### config.mk
export PLATFORM = sky130hd
export DESIGN_NAME = cumulative_rate_per_100k_top
export DESIGN_NICKNAME = d
export VERILOG_FILES = /design/src/hdl/crp_pkg.sv /design/src/hdl/cumulative_rate_per_100k_top.sv /design/src/hdl/crp_ctrl.sv /design/src/hdl/crp_dp.sv
export VERILOG_INCLUDE_DIRS = /design/src /design/src/hdl
export SDC_FILE = /design/constraint.sdc
export NUM_CORES = 1
export LEC_CHECK = 0
export BUFFER_PORTS_ARGS = -buffer_cell sky130_fd_sc_hd__buf_2
export CORE_MARGIN = 2
export CORE_UTILIZATION = 49
export DETAILED_ROUTE_END_ITERATION = 10
export PLACE_DENSITY = 0.76
export SLEW_MARGIN = 20
export SYNTH_ARGS = -nofsm -noshare
export SYNTH_HDL_FRONTEND = slang
export SYNTH_SLANG_ARGS = --single-unit
### constraint.sdc
create_clock -name clk -period 6.8 [get_ports clk]
set_input_delay 1.7 -clock clk [delete_from_list [all_inputs] [get_ports clk]]
set_output_delay 1.7 -clock clk [all_outputs]
set_load 0.05 [all_outputs]
### src/hdl/cumulative_rate_per_100k_top_defines.svh
// ----------------------------------------------------------------------------
// Assertion macros for the cumulative rate block
// Concurrent checks, clocked on clk and held off during reset. Both forms
// compile to nothing in synthesis.
// ----------------------------------------------------------------------------
`ifndef CUMULATIVE_RATE_PER_100K_TOP_DEFINES_SVH
`define CUMULATIVE_RATE_PER_100K_TOP_DEFINES_SVH

`ifndef SYNTHESIS

// Same-cycle implication check
`define CRP_ASSERT_IMP(lbl, ante, cons, msg) \
	lbl: assert property (@(posedge clk) disable iff (!arst_n) (ante) |-> (cons)) \
		else $error(msg);

// Next-cycle implication check
`define CRP_ASSERT_NXT(lbl, ante, cons, msg) \
	lbl: assert property (@(posedge clk) disable iff (!arst_n) (ante) |=> (cons)) \
		else $error(msg);

`else

`define CRP_ASSERT_IMP(lbl, ante, cons, msg)
`define CRP_ASSERT_NXT(lbl, ante, cons, msg)

`endif

`endif

### src/hdl/crp_pkg.sv
// ----------------------------------------------------------------------------
// crp_pkg
// Shared widths, constants and controller/datapath interface types for the
// cumulative rate per 100000 block.
// ----------------------------------------------------------------------------
package crp_pkg;

	localparam int TOTAL_W     = 32;
	localparam int POP_W       = 34;
	localparam int RATE_W      = 64;
	localparam int PER_W       = 17;
	localparam int NUM_W       = TOTAL_W + PER_W;
	localparam int FRACTION_BITS_DEF = 16;

	localparam logic [PER_W-1:0]   PER_PEOPLE = 17'd100000;
	localparam logic [TOTAL_W-1:0] TOTAL_MAX  = '1;
	localparam logic [RATE_W-1:0]  RATE_MAX   = '1;
	localparam logic [POP_W-1:0]   POP_RESET  = 34'd1;

	typedef enum logic [1:0] {
		ST_IDLE,
		ST_MUL,
		ST_DIV,
		ST_DONE
	} state_t;

	// Controller to datapath commands
	typedef struct packed {
		logic take;      // capture input item, update running total
		logic start;     // scale total and load divider
		logic step;      // one restoring division step
		logic load_out;  // move result into output register
	} cmd_t;

	// Datapath to controller status
	typedef struct packed {
		logic last_step; // current division step is the final one
	} sts_t;

endpackage

### src/hdl/cumulative_rate_per_100k_top.sv
// ----------------------------------------------------------------------------
// cumulative_rate_per_100k_top
// Running case total and cumulative rate per 100000 people over a series.
// ----------------------------------------------------------------------------
// Each accepted day adds its case count to a saturating running total and
// returns that total with total * 100000 * 2^FRACTION_BITS / population,
// floored and saturated to 64 bits. An item is captured, scaled, run through
// the restoring divider that produces one quotient bit per cycle, and loaded
// into the output register, a load that waits while an earlier result there
// is not yet transferred; only then is the next day accepted. The next day is
// taken while a result still waits in the output register. A day with tlast
// set ends the series and the total restarts.
module cumulative_rate_per_100k_top #(
	parameter int FRACTION_BITS = crp_pkg::FRACTION_BITS_DEF
) (
	input  logic        clk,
	input  logic        arst_n,
	// Configuration
	input  logic        population_we,
	input  logic [33:0] population_wdata,
	// Input stream
	input  logic        s_axis_tvalid,
	output logic        s_axis_tready,
	input  logic [31:0] s_axis_tdata,   // [31:0] daily_cases
	input  logic        s_axis_tlast,   // last_day
	// Output stream
	output logic        m_axis_tvalid,
	input  logic        m_axis_tready,
	output logic [95:0] m_axis_tdata,   // [63:0] cases_per_100k, [95:64] running_total
	output logic        m_axis_tuser    // [0] total_saturated
);

	crp_pkg::cmd_t cmd;
	crp_pkg::sts_t sts;

	// Sequencer
	crp_ctrl u_ctrl (
		.clk           (clk),
		.arst_n        (arst_n),
		.s_axis_tvalid (s_axis_tvalid),
		.s_axis_tready (s_axis_tready),
		.m_axis_tvalid (m_axis_tvalid),
		.m_axis_tready (m_axis_tready),
		.cmd           (cmd),
		.sts           (sts)
	);

	// Arithmetic
	crp_dp #(
		.FRACTION_BITS (FRACTION_BITS)
	) u_dp (
		.clk       (clk),
		.arst_n    (arst_n),
		.cmd       (cmd),
		.sts       (sts),
		.cases     (s_axis_tdata),
		.last_day  (s_axis_tlast),
		.pop_we    (population_we),
		.pop_wdata (population_wdata),
		.out_tdata (m_axis_tdata),
		.out_tuser (m_axis_tuser)
	);

endmodule

### src/hdl/crp_ctrl.sv
// ----------------------------------------------------------------------------
// crp_ctrl
// Sequencer for one item: capture, scale, divide bit by bit, then hand the
// result to the output register. Owns the stream handshakes.
// ----------------------------------------------------------------------------
`include "cumulative_rate_per_100k_top_defines.svh"

module crp_ctrl (
	input  logic          clk,
	input  logic          arst_n,
	input  logic          s_axis_tvalid,
	output logic          s_axis_tready,
	output logic          m_axis_tvalid,
	input  logic          m_axis_tready,
	output crp_pkg::cmd_t cmd,
	input  crp_pkg::sts_t sts
);

	crp_pkg::state_t state_q, state_d;
	logic            m_valid_q;

	// State register
	always_ff @(posedge clk or negedge arst_n) begin
		if (!arst_n) begin
			state_q <= crp_pkg::ST_IDLE;
		end else begin
			state_q <= state_d;
		end
	end

	// Next state and commands
	always_comb begin
		state_d       = state_q;
		cmd           = '0;
		s_axis_tready = 1'b0;
		case (state_q)
			crp_pkg::ST_IDLE: begin
				s_axis_tready = 1'b1;
				if (s_axis_tvalid) begin
					cmd.take = 1'b1;
					state_d  = crp_pkg::ST_MUL;
				end
			end
			crp_pkg::ST_MUL: begin
				cmd.start = 1'b1;
				state_d   = crp_pkg::ST_DIV;
			end
			crp_pkg::ST_DIV: begin
				cmd.step = 1'b1;
				if (sts.last_step) begin
					state_d = crp_pkg::ST_DONE;
				end
			end
			crp_pkg::ST_DONE: begin
				if (!m_valid_q || m_axis_tready) begin
					cmd.load_out = 1'b1;
					state_d      = crp_pkg::ST_IDLE;
				end
			end
			default: begin
				state_d = crp_pkg::ST_IDLE;
			end
		endcase
	end

	// Output valid: set on load, clear on transfer
	always_ff @(posedge clk or negedge arst_n) begin
		if (!arst_n) begin
			m_valid_q <= 1'b0;
		end else if (cmd.load_out) begin
			m_valid_q <= 1'b1;
		end else if (m_axis_tready) begin
			m_valid_q <= 1'b0;
		end
	end

	assign m_axis_tvalid = m_valid_q;

	`CRP_ASSERT_IMP(a_load_free, cmd.load_out, !m_valid_q || m_axis_tready, "result overwritten before transfer")
	`CRP_ASSERT_NXT(a_take_mul, s_axis_tvalid && s_axis_tready, state_q == crp_pkg::ST_MUL, "accepted item did not start scaling")
	`CRP_ASSERT_NXT(a_div_end, cmd.step && sts.last_step, state_q == crp_pkg::ST_DONE, "division did not finish after last step")

endmodule

### src/hdl/crp_dp.sv
// ----------------------------------------------------------------------------
// crp_dp
// Datapath: population register, saturating running total, scale by 100000,
// restoring divider one quotient bit per cycle, and the output register.
// ----------------------------------------------------------------------------
module crp_dp #(
	parameter int FRACTION_BITS = crp_pkg::FRACTION_BITS_DEF
) (
	input  logic                        clk,
	input  logic                        arst_n,
	input  crp_pkg::cmd_t               cmd,
	output crp_pkg::sts_t               sts,
	input  logic [crp_pkg::TOTAL_W-1:0] cases,
	input  logic                        last_day,
	input  logic                        pop_we,
	input  logic [crp_pkg::POP_W-1:0]   pop_wdata,
	output logic [95:0]                 out_tdata,
	output logic                        out_tuser
);

	localparam int DIV_W = crp_pkg::NUM_W + FRACTION_BITS;
	localparam int CNT_W = $clog2(DIV_W);

	logic [crp_pkg::POP_W-1:0]   pop_q;
	logic [crp_pkg::TOTAL_W-1:0] case_total_q;
	logic [crp_pkg::TOTAL_W-1:0] total_q;
	logic [crp_pkg::TOTAL_W:0]   sum;
	logic [crp_pkg::TOTAL_W-1:0] sat_sum;
	logic [crp_pkg::NUM_W-1:0]   product;
	logic [DIV_W-1:0]            dividend_q;
	logic [crp_pkg::POP_W-1:0]   rem_q;
	logic [crp_pkg::RATE_W-1:0]  quot_q;
	logic                        ovf_q;
	logic [CNT_W-1:0]            cnt_q;
	logic [crp_pkg::POP_W:0]     trial;
	logic [crp_pkg::POP_W:0]     diff;
	logic                        fits;
	logic [crp_pkg::RATE_W-1:0]  rate;

	// Population register
	always_ff @(posedge clk or negedge arst_n) begin
		if (!arst_n) begin
			pop_q <= crp_pkg::POP_RESET;
		end else if (pop_we) begin
			pop_q <= pop_wdata;
		end
	end

	// Saturating sum of total and new cases
	assign sum     = {1'b0, case_total_q} + {1'b0, cases};
	assign sat_sum = sum[crp_pkg::TOTAL_W] ? crp_pkg::TOTAL_MAX : sum[crp_pkg::TOTAL_W-1:0];

	// Running total; restart after the last day
	always_ff @(posedge clk or negedge arst_n) begin
		if (!arst_n) begin
			case_total_q <= '0;
		end else if (cmd.take) begin
			case_total_q <= last_day ? '0 : sat_sum;
		end
	end

	// Total reported for this item
	always_ff @(posedge clk) begin
		if (cmd.take) begin
			total_q <= sat_sum;
		end
	end

	// Scale by people count
	assign product = crp_pkg::NUM_W'(total_q) * crp_pkg::NUM_W'(crp_pkg::PER_PEOPLE);

	// Restoring division step
	assign trial = {rem_q, dividend_q[DIV_W-1]};
	assign diff  = trial - {1'b0, pop_q};
	assign fits  = trial >= {1'b0, pop_q};

	always_ff @(posedge clk) begin
		if (cmd.start) begin
			dividend_q <= DIV_W'(product) << FRACTION_BITS;
			rem_q      <= '0;
			quot_q     <= '0;
			ovf_q      <= 1'b0;
		end else if (cmd.step) begin
			dividend_q <= dividend_q << 1;
			rem_q      <= fits ? diff[crp_pkg::POP_W-1:0] : trial[crp_pkg::POP_W-1:0];
			quot_q     <= {quot_q[crp_pkg::RATE_W-2:0], fits};
			ovf_q      <= ovf_q | quot_q[crp_pkg::RATE_W-1];
		end
	end

	// Step counter
	always_ff @(posedge clk or negedge arst_n) begin
		if (!arst_n) begin
			cnt_q <= '0;
		end else if (cmd.start) begin
			cnt_q <= '0;
		end else if (cmd.step) begin
			cnt_q <= cnt_q + 1'b1;
		end
	end

	assign sts.last_step = cnt_q == CNT_W'(DIV_W - 1);

	// Saturate on zero population or quotient overflow
	assign rate = (pop_q == '0 || ovf_q) ? crp_pkg::RATE_MAX : quot_q;

	// Output register
	always_ff @(posedge clk) begin
		if (cmd.load_out) begin
			out_tdata <= {total_q, rate};
			out_tuser <= total_q == crp_pkg::TOTAL_MAX;
		end
	end

endmodule
# [Word-level counts from Yosys, hierarchy flattened]
# Index checks and enable logic that the tools add are counted.
[totals] regBits=348 out_inout_bits=99 elab_cells=55
[classes] addsub=3 multipliers=1 order_cmp=1 eq_ne=8 mux=20 n_bitwise=1 n_reduce_logical=8
[op_table] op="2-to-1 mux 65 bit" n=2
[op_table] op="2-to-1 mux 32 bit" n=2
[op_table] op="multiplier 32 x 12 -> 44 bit (second input constant)" n=1
[op_table] op=">= comparator 35 x 34 -> 1 bit" n=1
[op_table] op="zero test 34 bit" n=1
[op_table] op="2-to-1 mux 34 bit" n=1
[op_table] op="subtractor 34 bit" n=1
[op_table] op="adder 32 x 32 -> 33 bit" n=1
[op_table] op="== test 32 bit (second input constant)" n=1
[op_table] op="2-to-1 mux 7 bit" n=2
[op_table] op="2-to-1 mux 1 bit" n=9
[op_table] op="case mux 2 bit (4 select lines)" n=1
[op_table] op="adder 7 x 1 -> 7 bit (second input constant)" n=1
[op_table] op="== test 7 bit (second input constant)" n=1
[op_table] op="2-to-1 mux 2 bit" n=3
[op_table] op="== test 2 bit (second input constant)" n=2
[op_table] op="!= test 2 bit (second input constant)" n=2
[op_table] op="nonzero test 2 bit" n=2
[op_table] op="AND reduction 3 bit" n=1
[op_table] op="== test 2 x 1 -> 1 bit (second input constant)" n=1
[op_table] op="zero test 2 bit" n=1
[op_table] op="logical OR 1 bit" n=2
[op_table] op="!= test 2 x 1 -> 1 bit (second input constant)" n=1
[op_table] op="zero test 1 bit" n=1
[op_table] op="OR 1 bit" n=1

# [Longest topological paths before layout]
# Gate-level depths: netlist of run 1.
[logic_depth] word_depth=5 mapped_depth=20 mapped_depth_nobuf=19

# [By module]
# Synthesis of run 1 repeated with hierarchy kept, for this count alone.
[unflattened] hier_cells=2397 area_unflattened_um2=23892.9
[by_module_without_submodules] mod="crp_dp" n_inst=1 cells_per_inst=2377 area_per_inst_um2=23674.0 seq_area_each_um2=9004.9
[by_module_without_submodules] mod="crp_ctrl" n_inst=1 cells_per_inst=20 area_per_inst_um2=219.0 seq_area_each_um2=75.1

# [Worst setup path after synthesis of run 1]
# Ideal clock, no wire load.
[synth_path] path_kind="reg2reg" startpoint="register u_dp.total_q[2] in the netlist's numbering" endpoint="register u_dp.dividend_q[60], data pin" setup_time_ps=260 t_arrival_ps=4864 required_time_ps=6540 slack_ps=1677 stages_incl_launch_ff=20 n_path_buf=0 cell_sequence="edfxtp_1 -> ha_1 -> ha_1 -> xor2_1 -> ha_1 -> a21o_1 -> fa_1 -> inv_1 -> fa_1 -> inv_1 -> ha_1 -> a21oi_1 -> o21ai_1 -> and3_1 -> nor4_2 -> o31a_1 -> o21ai_1 -> a31o_1 -> xor2_1 -> mux2_2"
[synth_via] elab_chain_cells=2
[synth_rtl] element="start: declaration" line_no="crp_dp.sv:26" rtl="logic [crp_pkg::TOTAL_W-1:0] total_q;"
[synth_rtl] element="start signal: assignment" line_no="crp_dp.sv:65" rtl="total_q <= sat_sum;"
[synth_rtl] element="multiplier 32 x 12 -> 44 bit" line_no="crp_dp.sv:70" rtl="assign product = crp_pkg::NUM_W'(total_q) * crp_pkg::NUM_W'(crp_pkg::PER_PEOPLE);"
[synth_rtl] element="2-to-1 mux 65 bit" line_no="crp_dp.sv:78" rtl="if (cmd.start) begin"
[synth_rtl] element="end signal: assignment" line_no="crp_dp.sv:79" rtl="dividend_q <= DIV_W'(product) << FRACTION_BITS;"
[synth_rtl] element="end signal: assignment" line_no="crp_dp.sv:84" rtl="dividend_q <= dividend_q << 1;"
[synth_rtl] element="end: declaration" line_no="crp_dp.sv:30" rtl="logic [DIV_W-1:0] dividend_q;"
# Every way passes these cells.
# A chain may end at the register's enable or synchronous reset.

# [Worst setup path after layout of run 1]
# Same ends and word-level chain as after synthesis.

==> results of run 1 <==
[final cells by class]
type / instances / area, sq um
tap: 615 / 769
inverter: 274 / 1030
sequential: 348 / 9080
multi-input combinational: 1593 / 13200
clock inverter: 22 / 317
timing repair buffer: 181 / 936
clock buffer: 48 / 1060
fill: 4097 / 21300
[metrics by stage]
stage	area, sq um	hold WS, ns	cells
floorplan	23600	0.439	2295
global placement	25000	0.465	3011
detailed placement	25000	0.488	3011
CTS	26400	0.500	3081
global route	26400	0.524	3081
finish	26400	0.503	3081
[cell usage in the layout (no fill, tap or decap), types with 14 or more instances in the layout]
cell type	count
a211oi_1	40
a21o_1	50
a21oi_1	110
a22o_1	31
a31oi_1	23
buf_2	169
clkbuf_16	40
dfrtp_1	75
dfxtp_1	99
edfxtp_1	173
fa_1	80
ha_1	270
inv_1	273
mux2_2	39
mux2i_1	91
nand2_1	149
nand3_1	28
nand4_1	22
nor2_1	148
nor2b_1	14
o21a_1	14
o21ai_0	78
o21ai_1	15
o21bai_1	20
or2_2	67
xnor2_1	75
xor2_1	61
[sequential cells by signal, indices dropped and copies added (netlist names), 2 cells and up]
register / flops
u_dp.pop_q: 34
u_dp.dividend_q: 44
u_dp.rem_q: 34
u_dp.cnt_q: 7
u_ctrl.state_q: 2
u_dp.quot_q: 64
u_dp.out_tdata: 96
u_dp.case_total_q: 32
u_dp.total_q: 32
[cell families after synthesis]
| group | after synthesis |
|---|---|
| adders and majority gates | 353 |
| DFF | 348 |
| and+or+nand+nor | 509 |
| xor gates and xnor gates | 136 |
| AOI/OAI and AO/OA | 465 |
| muxes | 130 |
| buffers and inverters | 354 |
[worst reg2reg max path, stage by stage (launching register included)]
cell and delay, ns:
edfxtp_1 0.51, ha_1 0.39, ha_1 0.37, xor2_1 0.18, ha_1 0.18, a21o_1 0.16
fa_1 0.50, inv_1 0.05, fa_1 0.53, inv_1 0.04, ha_1 0.39, a21oi_1 0.17
o21ai_1 0.10, and3_1 0.21, nor4_2 0.43, o31a_1 0.31, o21ai_1 0.20, a31o_1 0.30
xor2_1 0.14, mux2_2 0.26
[path summary, 6_finish.rpt]
| check | start | endpoint | slack (ns) | cells after the start |
|---|---|---|---|---|
| setup / recovery | u_dp.total_q[2]$_DFFE_PP_ | u_dp.dividend_q[60]$_DFFE_PP_ | 1.11 | 19 |
| hold / removal | u_dp.rem_q[13]$_SDFFE_PP0P_ | u_dp.rem_q[13]$_SDFFE_PP0P_ | 0.50 | 2 |
| setup reg to reg | u_dp.total_q[2]$_DFFE_PP_ | u_dp.dividend_q[60]$_DFFE_PP_ | 1.11 | 19 |
| hold reg to reg | u_dp.rem_q[13]$_SDFFE_PP0P_ | u_dp.rem_q[13]$_SDFFE_PP0P_ | 0.50 | 2 |
| max in group asynchronous | arst_n | u_dp.pop_q[31]$_DFFE_PN0P_ | 4.69 | 2 |
| min in group asynchronous | arst_n | u_dp.case_total_q[2]$_DFFE_PN0P_ | 0.97 | 1 |
[metal layers]
layer | GRT usage | up-vias | routed length, microns
met3 | 0.0344 | 95 | 2650
met2 | 0.330 | 410 | 23000
met5 | 0 | - | 0
li1 | - | 8306 | -
met4 | 0.0768 | 0 | 1690
met1 | 0.298 | 8106 | 24900
[where the power goes]
group          total, uW  internal, uW  switching [uW]
clock network       2240          1320             918
registers           2620          2460             167
logic               2000           950            1050
==> impl_metrics.toml, run 1 <==
[logic_synthesis]
synthMuxAreaShare = 0.0572
synth_compound_area_frac = 0.133
yosys.area_share.xor_xnor = 0.0505
avgSynthCellArea_sq_um = 10.3
synth_commonest_cells = "ha_1, inv_1, edfxtp_1, nor2_1, nand2_1"
synth-warning-count = 0
syn-num-nets = 2720
synth_top_area_cell = "edfxtp_1"
synthCells = 2295
synthTopCellsByArea = "edfxtp_1, ha_1, dfxtp_1"
yosys.area.top_type_share = 0.220
synth_fa_ha_area_frac = 0.213
yosysSeqAreaShare = 0.385
async_reset_ff_frac = 0.218
ys_seq_elements = 348
ys_types = 78
synth_edf_count = 173
syn_area_sq_um = 23600
ys.flop_type = "edfxtp_1"
synthSimpleGateAreaFrac = 0.103
synth_top_family_by_area = "adder cells"

[worst_setup_path]
crit_arrival_ns = 6.00
path_cells = "ha_1 -> ha_1 -> xor2_1 -> ha_1 -> a21o_1 -> fa_1 -> inv_1 -> fa_1 -> inv_1 -> ha_1 -> a21oi_1 -> o21ai_1 -> and3_1 -> nor4_2 -> o31a_1 -> o21ai_1 -> a31o_1 -> xor2_1 -> mux2_2"
critPathLaunchType = "flop"
critPathRequiredTime_ns = 7.12
path_class = "reg2reg"
endpoint_kind = "flop"
cpLargestDelayFamily = "adder cells"
cpPeakStageDelay_ns = 0.53
crit_top_cell = "ha_1"
critPathMaxFanout = 7
crit_slowest_cell = "fa_1"
crit_buf_inv = 2

[power]
power_leakage_uw = 0.0129
powerDensity_nw_per_um2 = 260
finalPower_uw = 6870
vdd_ir_drop_max_mv = 0.170

[floorplanning]
io_pins = 171
die_area_sq_um = 49900
die_w_microns = 223
row_count = 80
core_sq_um = 47600
die_h_microns = 223
start_util = 0.495

[routing]
via_per_inst = 5.49
drc = 0
routed_wl_microns = 52300
vias = 16900
final_antenna_net_count = 0
drt_iter0_markers = 1091
wl_per_cell_microns = 17.0
first_pass_iters = 5

[run]
maxCapViolCount = 0

[cts]
clk_pin_slew_ns = 0.07
cts_buffers = 38
clock_sinks = 348
insertion_delay_ns = 0.57
post_cts_buffers = 0
cts-htree-levels = 2
cts_root_buf = "clkbuf_16"
cts_hold_buffers = 0
cts_buffer_depth = 3
ctsResizeCount = 0
cts_tree = "built"

[placement]
port_buffers = 170
place_ws_ns = 1.19
gp_congestion = 0.908
hpwl_microns = 39800

[timing]
finClkSkew_ns = 0.0156
worst_slack_ns = 1.11
max_slew_margin = 0.361
worstMarginPinSlew_ns = 0.958
finalCriticalPeriod_ns = 5.69
fin_crit_sh = 0.836
setup_tns_ns = 0
rsz0062_at_grt = "no"
hold_viol_final = 0
setup_violations = 0
drv_slew = 0
fmax_mhz = 176

[finish]
drive_above_1_share = 0.152
final_nets = 2861
area_growth_pct = 11.7
antenna_cells = 0
final_util = 0.553

[global_routing]
grt_pass1_vias = 16900
antenna_found_initial = 0
grtUsageTotal = 0.212
grt_overflow = 0
grt_pass1_wl_microns = 86400
grt_max_degree = 81

[run_status]
status = "finished, final reports clean"

[min_path]
hp-class = "reg2reg"
Power figures use the tool's default switching activity.
==> run 2: changes to the inputs <==
ABC_AREA = 1   (was not set)
clock period = 5.6 ns   (was 6.8 ns; I/O delays follow)
==> run 2 against run 1 <==
  * Combinational power grew 34%
  * Largest power group unchanged
  * Clock-buffer cell count grew 5
  * Via count grew 21%
  * Synthesized area grew 5.5%
  * Register-to-register slack lost 0.37 ns
  * Final area grew 5.4%
  * Die area grew 5.4%
  * Clock skew is essentially flat
  * Global-route usage grew 2.9 points
  * Worst hold slack lost 0.033 ns
  * Critical path depth grew 3
  * Clock power grew 21%
==> impl_metrics.toml, run 2 <==
[run_status]
status = "finished, final reports clean"

[finish]
final_common_cell = "nand2_1"
largest_register = "u_dp.out_tdata"
antenna_cells = 0
area_growth_pct = 11.6
num-fill-cells = 4604
top_regs = "u_dp.out_tdata (96), u_dp.quot_q (64), u_dp.dividend_q (44)"
final_nets = 3634
multiInputGateArea_sq_um = 13600
regArea_sq_um = 9080
mostFrequentLayoutCells = "nand2_1, inv_1, ha_1, o21ai_0, a21oi_1"
largest_reg_flops = 96
drive_above_1_share = 0.0929
fin_area_sq_um = 27800

[global_routing]
grt_pass1_vias = 19900
grt_pass1_wl_microns = 103000
grtUsageTotal = 0.241
antenna_found_initial = 0
grt_max_degree = 128
grt_overflow = 0

[logic_synthesis]
ys_seq_elements = 348
synth-warning-count = 0
synth_top_area_cell = "edfxtp_1"
ys_types = 56
ys.flop_type = "edfxtp_1"
yosys.area.top_type_share = 0.209
synthTopCellsByArea = "edfxtp_1, ha_1, nand2_1"
syn-num-nets = 3484
synth_commonest_cells = "nand2_1, inv_1, ha_1, o21ai_0, a21oi_1"
async_reset_ff_frac = 0.218
synth_edf_count = 173
yosysMostFrequentCell = "nand2_1"
syn_area_sq_um = 24900
avgSynthCellArea_sq_um = 8.14
yosysSeqAreaShare = 0.365
synthCells = 3059

[floorplanning]
die_h_microns = 229
start_util = 0.496
die_area_sq_um = 52600
core_sq_um = 50200
die_w_microns = 229
row_count = 82
io_pins = 171

[min_path]
hp-class = "reg2reg"
whs_endpoint = "u_dp.quot_q[41]$_SDFFE_PP0P_"
min_from = "u_dp.quot_q[40]$_SDFFE_PP0P_"
hold_depth = 2

[placement]
place_area_sq_um = 26400
port_buffers = 170
gp_congestion = 0.980
hpwl_microns = 48200

[timing]
fmax_mhz = 206
hold_viol_final = 0
finalCriticalPeriod_ns = 4.85
finClkSkew_ns = 0.0159
rsz0062_at_grt = "no"
max_slew_margin = 0.264
setup_violations = 0
fin_crit_sh = 0.867
worstMarginPinSlew_ns = 1.10
drv_slew = 0
setup_tns_ns = 0

[power]
vdd_ir_drop_max_mv = 0.328
powerDensity_nw_per_um2 = 307
power_leakage_uw = 0.0143

[cts]
cts_hold_buffers = 0
cts_buffers = 39
cts_root_buf = "clkbuf_16"
ctsResizeCount = 0
clock_sinks = 348
clk_pin_slew_ns = 0.06
post_cts_buffers = 0
cts-htree-levels = 2
cts_tree = "built"
cts_buffer_depth = 3
insertion_delay_ns = 0.58

[worst_setup_path]
crit_arrival_ns = 5.18
r2r_start = "u_dp.total_q[8]$_DFFE_PP_"
endpoint_kind = "flop"
critPathRequiredTime_ns = 5.92
r2r_cells = 22
r2r-end = "u_dp.dividend_q[61]$_DFFE_PP_"
r2r_slack_ns = 0.75
path_class = "reg2reg"
critPathLaunchType = "flop"
critPathMaxFanout = 6

[routing]
vias = 20500
drt_iter0_markers = 1545
routed_wl_microns = 62600
final_antenna_net_count = 0
wl_per_cell_microns = 16.0
drc = 0
first_pass_iters = 5
via_per_inst = 5.24

[run]
maxCapViolCount = 0
==> run 2: changes by cell type in the layout (fill, tap and decap cells not counted), moves of 42 or more <==
cell     delta
mux2i_1    -91
or2_2      -60
o21ai_0   +129
nand2_1   +562
xnor2_1    -42
nand4_1    +42
inv_1     +240
a21oi_1    +95
nand3_1   +113
==> run 2: how the worst max path moves through the flow <==
| stage | slack [ns] | to | start |
|---|---|---|---|
| after floorplan | 0.88 | u_dp.out_tdata[0]$_SDFFCE_PP1P_ | m_axis_tready |
| after global placement | 0.83 | u_dp.dividend_q[64]$_DFFE_PP_ | u_dp.total_q[23]$_DFFE_PP_ |
| after detailed placement | 0.76 | u_dp.dividend_q[64]$_DFFE_PP_ | u_dp.total_q[5]$_DFFE_PP_ |
| after CTS | 0.77 | u_dp.dividend_q[61]$_DFFE_PP_ | u_dp.total_q[9]$_DFFE_PP_ |
| after global routing | 0.41 | u_dp.dividend_q[61]$_DFFE_PP_ | u_dp.total_q[8]$_DFFE_PP_ |
| final | 0.75 | u_dp.dividend_q[61]$_DFFE_PP_ | u_dp.total_q[8]$_DFFE_PP_ |
==> run 2: metrics by stage <==
stage / cells / setup WS, ns / total power (uW) / util / hold slack [ns]
after floorplan: 3059 / 0.882 / 5230 / - / 0.438
final: 3912 / 0.745 / 8530 / 0.554 / 0.470
after detailed placement: 3839 / 0.764 / 5810 / 0.526 / 0.459
after CTS: 3911 / 0.769 / 8550 / 0.553 / 0.469
after global routing: 3912 / 0.409 / 9130 / 0.554 / 0.483
after global placement: 3839 / 0.830 / 5760 / 0.526 / 0.457
==> run 2: kinds of logic after synthesis <==
family                   Yosys count  synth area share
AO/OA/AOI/OAI                    492             0.107
XOR/XNOR                          92            0.0324
adder cells (fa/ha/maj)          353             0.202
buffers and inverters            593            0.0917
flip-flops                       348             0.365
AND/OR/NAND/NOR                 1181             0.203
==> run 2: per-layer routing <==
metal  vias to the layer above  GRT usage  share of wire
met3                       105     0.0337          0.058
met1                      9503      0.335           0.46
met4                         0     0.0674          0.025
li1                      10300          -              -
met2                       564      0.393           0.46
met5                         -          0              0
==> run 2: cell type report <==
type	instances	share of cell area
inverter	520	0.0704
tap	672	0.0303
clock inverter	19	0.0104
clock buffer	53	0.0388
timing repair buffer	182	0.0347
multi-input combinational	2118	0.489
sequential	348	0.327
==> run 2: report_power, final <==
part           total (uW)  internal [uW]  switching, uW
registers            3170           2990            177
clock network        2700           1570           1120
logic                2670            946           1720
total                8530           5510           3020
==> run 2: critical path, cell delays in order, from the launching register on <==
cell and delay [ns]:
edfxtp_1 0.51, ha_1 0.37, ha_1 0.36, xor2_1 0.18, inv_1 0.06, ha_1 0.17, a31o_2 0.23, fa_1 0.50
inv_1 0.06, fa_1 0.53, inv_1 0.04, ha_1 0.33, nand2_1 0.11, nor2_1 0.26, nand2_1 0.08, inv_1 0.08
nand4_1 0.07, nand3_1 0.20, nand4_1 0.18, nand2_1 0.10, nand2_1 0.05, nand3_1 0.07, nand2_1 0.05
==> run 3: changes to the inputs <==
ABC_AREA = not set   (was 1)
==> run 3 against run 2 <==
  * First-iteration DRC count is 27% lower
  * Clock-buffer cell count is the same
  * Fmax is 9.9% lower
  * Cell count decreased by 21%
  * Setup slack worse by 0.53 ns
  * Final area down 4.7%
  * Combinational power shrank 9.4%
  * Die area fell by 5.1%
  * Core utilization grew 0.17 points
  * Via count down 17%
  * Highest routed layer unchanged
  * Sequential power about the same
==> impl_metrics.toml, run 3 (synthesized netlist as in run 1, its figures left out) <==
[worst_setup_path]
crit_arrival_ns = 5.71
critPathMaxFanout = 6
path_cells = "ha_4 -> ha_1 -> inv_1 -> fa_1 -> inv_1 -> fa_1 -> inv_1 -> fa_1 -> inv_1 -> ha_2 -> a21o_1 -> a31oi_1 -> o21ai_0 -> a221oi_1 -> o31a_1 -> o21ai_4 -> a31o_1 -> xor2_1 -> mux2_2"
crit_buf_inv = 4
endpoint_kind = "flop"
crit_slowest_cell = "fa_1"
cpLargestDelayFamily = "adder cells"
critPathRequiredTime_ns = 5.92
critPathLaunchType = "flop"
cpPeakStageDelay_ns = 0.55
crit_top_cell = "inv_1"
path_class = "reg2reg"

[placement]
gp_congestion = 0.928
hpwl_microns = 40200
place_ws_ns = -0.0430
place_area_sq_um = 25100
port_buffers = 170

[finish]
top_regs = "u_dp.out_tdata (96), u_dp.quot_q (64), u_dp.dividend_q (44)"
final_common_cell = "inv_1"
fin_area_sq_um = 26500
largest_register = "u_dp.out_tdata"
mostFrequentLayoutCells = "inv_1, ha_1, edfxtp_1, buf_2, nand2_1"
num-fill-cells = 4067
largest_reg_flops = 96
area_growth_pct = 12.2
final_nets = 2887
drive_above_1_share = 0.164

[run_status]
status = "finished, final reports clean"

[cts]
insertion_delay_ns = 0.57
cts_buffers = 38
clk_pin_slew_ns = 0.06
cts_root_buf = "clkbuf_16"
clock_sinks = 348
cts_buffer_depth = 3
cts-htree-levels = 2
cts_tree = "built"
cts_hold_buffers = 0

[floorplanning]
io_pins = 171
row_count = 80
die_w_microns = 223
die_area_sq_um = 49900
start_util = 0.495
die_h_microns = 223
core_sq_um = 47600

[routing]
vias = 17100
via_per_inst = 5.49
final_antenna_net_count = 0
drt_iter0_markers = 1125
routed_wl_microns = 53000
drc = 0
first_pass_iters = 5
wl_per_cell_microns = 17.0

[run]
maxCapViolCount = 0

[timing]
rsz0062_at_grt = "yes"
setup_violations = 0
fmax_mhz = 186
worst_slack_ns = 0.211
whs_ns = 0.498
setup_tns_ns = 0
drv_slew = 0
fin_crit_sh = 0.962
max_slew_margin = 0.280
finClkSkew_ns = 0.0135
finalCriticalPeriod_ns = 5.39
hold_viol_final = 0
worstMarginPinSlew_ns = 1.08

[global_routing]
grt_pass1_vias = 17000
grt_overflow = 0
grtUsageTotal = 0.211
grt_max_degree = 106
grt_pass1_wl_microns = 86200
antenna_found_initial = 1

[power]
finalPower_uw = 8070
powerDensity_nw_per_um2 = 305
power_leakage_uw = 0.0129
vdd_ir_drop_max_mv = 0.211

[min_path]
hp-class = "reg2reg"
-- run 3: changes by cell type in the layout (fill, tap and decap cells not counted), sizes merged, moves of 42 or more --
cell   previous run  this run
o21ai           218        94
a21oi           210       110
inv             523       278
nand4            64        22
mux2i             0        91
nand3           148        29
nand2           724       149
or2               9        67
xnor2            33        75
-- run 3: path summary, 6_finish.rpt --
| kind | startpoint | to | slack (ns) | depth (start not counted) |
|---|---|---|---|---|
| max reg2reg | u_dp.total_q[18]$_DFFE_PP_ | u_dp.dividend_q[60]$_DFFE_PP_ | 0.21 | 19 |
| max in group asynchronous | arst_n | u_dp.pop_q[1]$_DFFE_PN0P_ | 3.81 | 2 |
| min | u_dp.ovf_q$_SDFFE_PP0P_ | u_dp.ovf_q$_SDFFE_PP0P_ | 0.50 | 2 |
| min in group asynchronous | arst_n | u_dp.case_total_q[2]$_DFFE_PN0P_ | 0.79 | 1 |
| min reg2reg | u_dp.ovf_q$_SDFFE_PP0P_ | u_dp.ovf_q$_SDFFE_PP0P_ | 0.50 | 2 |
| max | u_dp.total_q[18]$_DFFE_PP_ | u_dp.dividend_q[60]$_DFFE_PP_ | 0.21 | 19 |
-- run 3: report_power, final --
group	leakage (uW)	switching (uW)	internal, uW
logic	0.00886	1270	1160
clock network	0.000602	1080	1380
registers	0.00348	205	2980
total	0.0129	2560	5510
-- run 3: worst min-delay path: stages (launching register included) --
cell and delay [ns]:
dfxtp_1 0.34, a21oi_1 0.05, nor2_1 0.07
-- run 3: metal layers --
layer  GRT usage  part of all wire  vias up
li1            -                 -     8373
met1       0.294              0.47     8183
met2       0.335              0.45      414
met3      0.0403             0.052       93
met4      0.0660             0.027        0
met5           0                 0        -
-- run 3: timing repair --
item                       CTS  global route
setup endpoints to repair    4            11
pin swaps                    0             1
setup buffers                0            15
gates resized for setup      1            10
-- run 3: through the flow --
stage,std cells,utilization
floorplan,2295,-
global placement,3022,0.526
detailed placement,3022,0.526
CTS,3092,0.552
global route,3108,0.556
finish,3108,0.556
-- run 3: area by class of cell --
cell class                      instances  area (sq um)  share of cell area
Inverter                              274          1030              0.0389
Antenna cell                            1          2.50           0.0000945
Timing Repair Buffer                  207          1130              0.0427
Clock inverter                         17           150             0.00567
Tap cell                              615           769              0.0291
Clock buffer                           53          1080              0.0407
Sequential cell                       348          9080               0.343
Multi-Input combinational cell       1593         13200               0.500
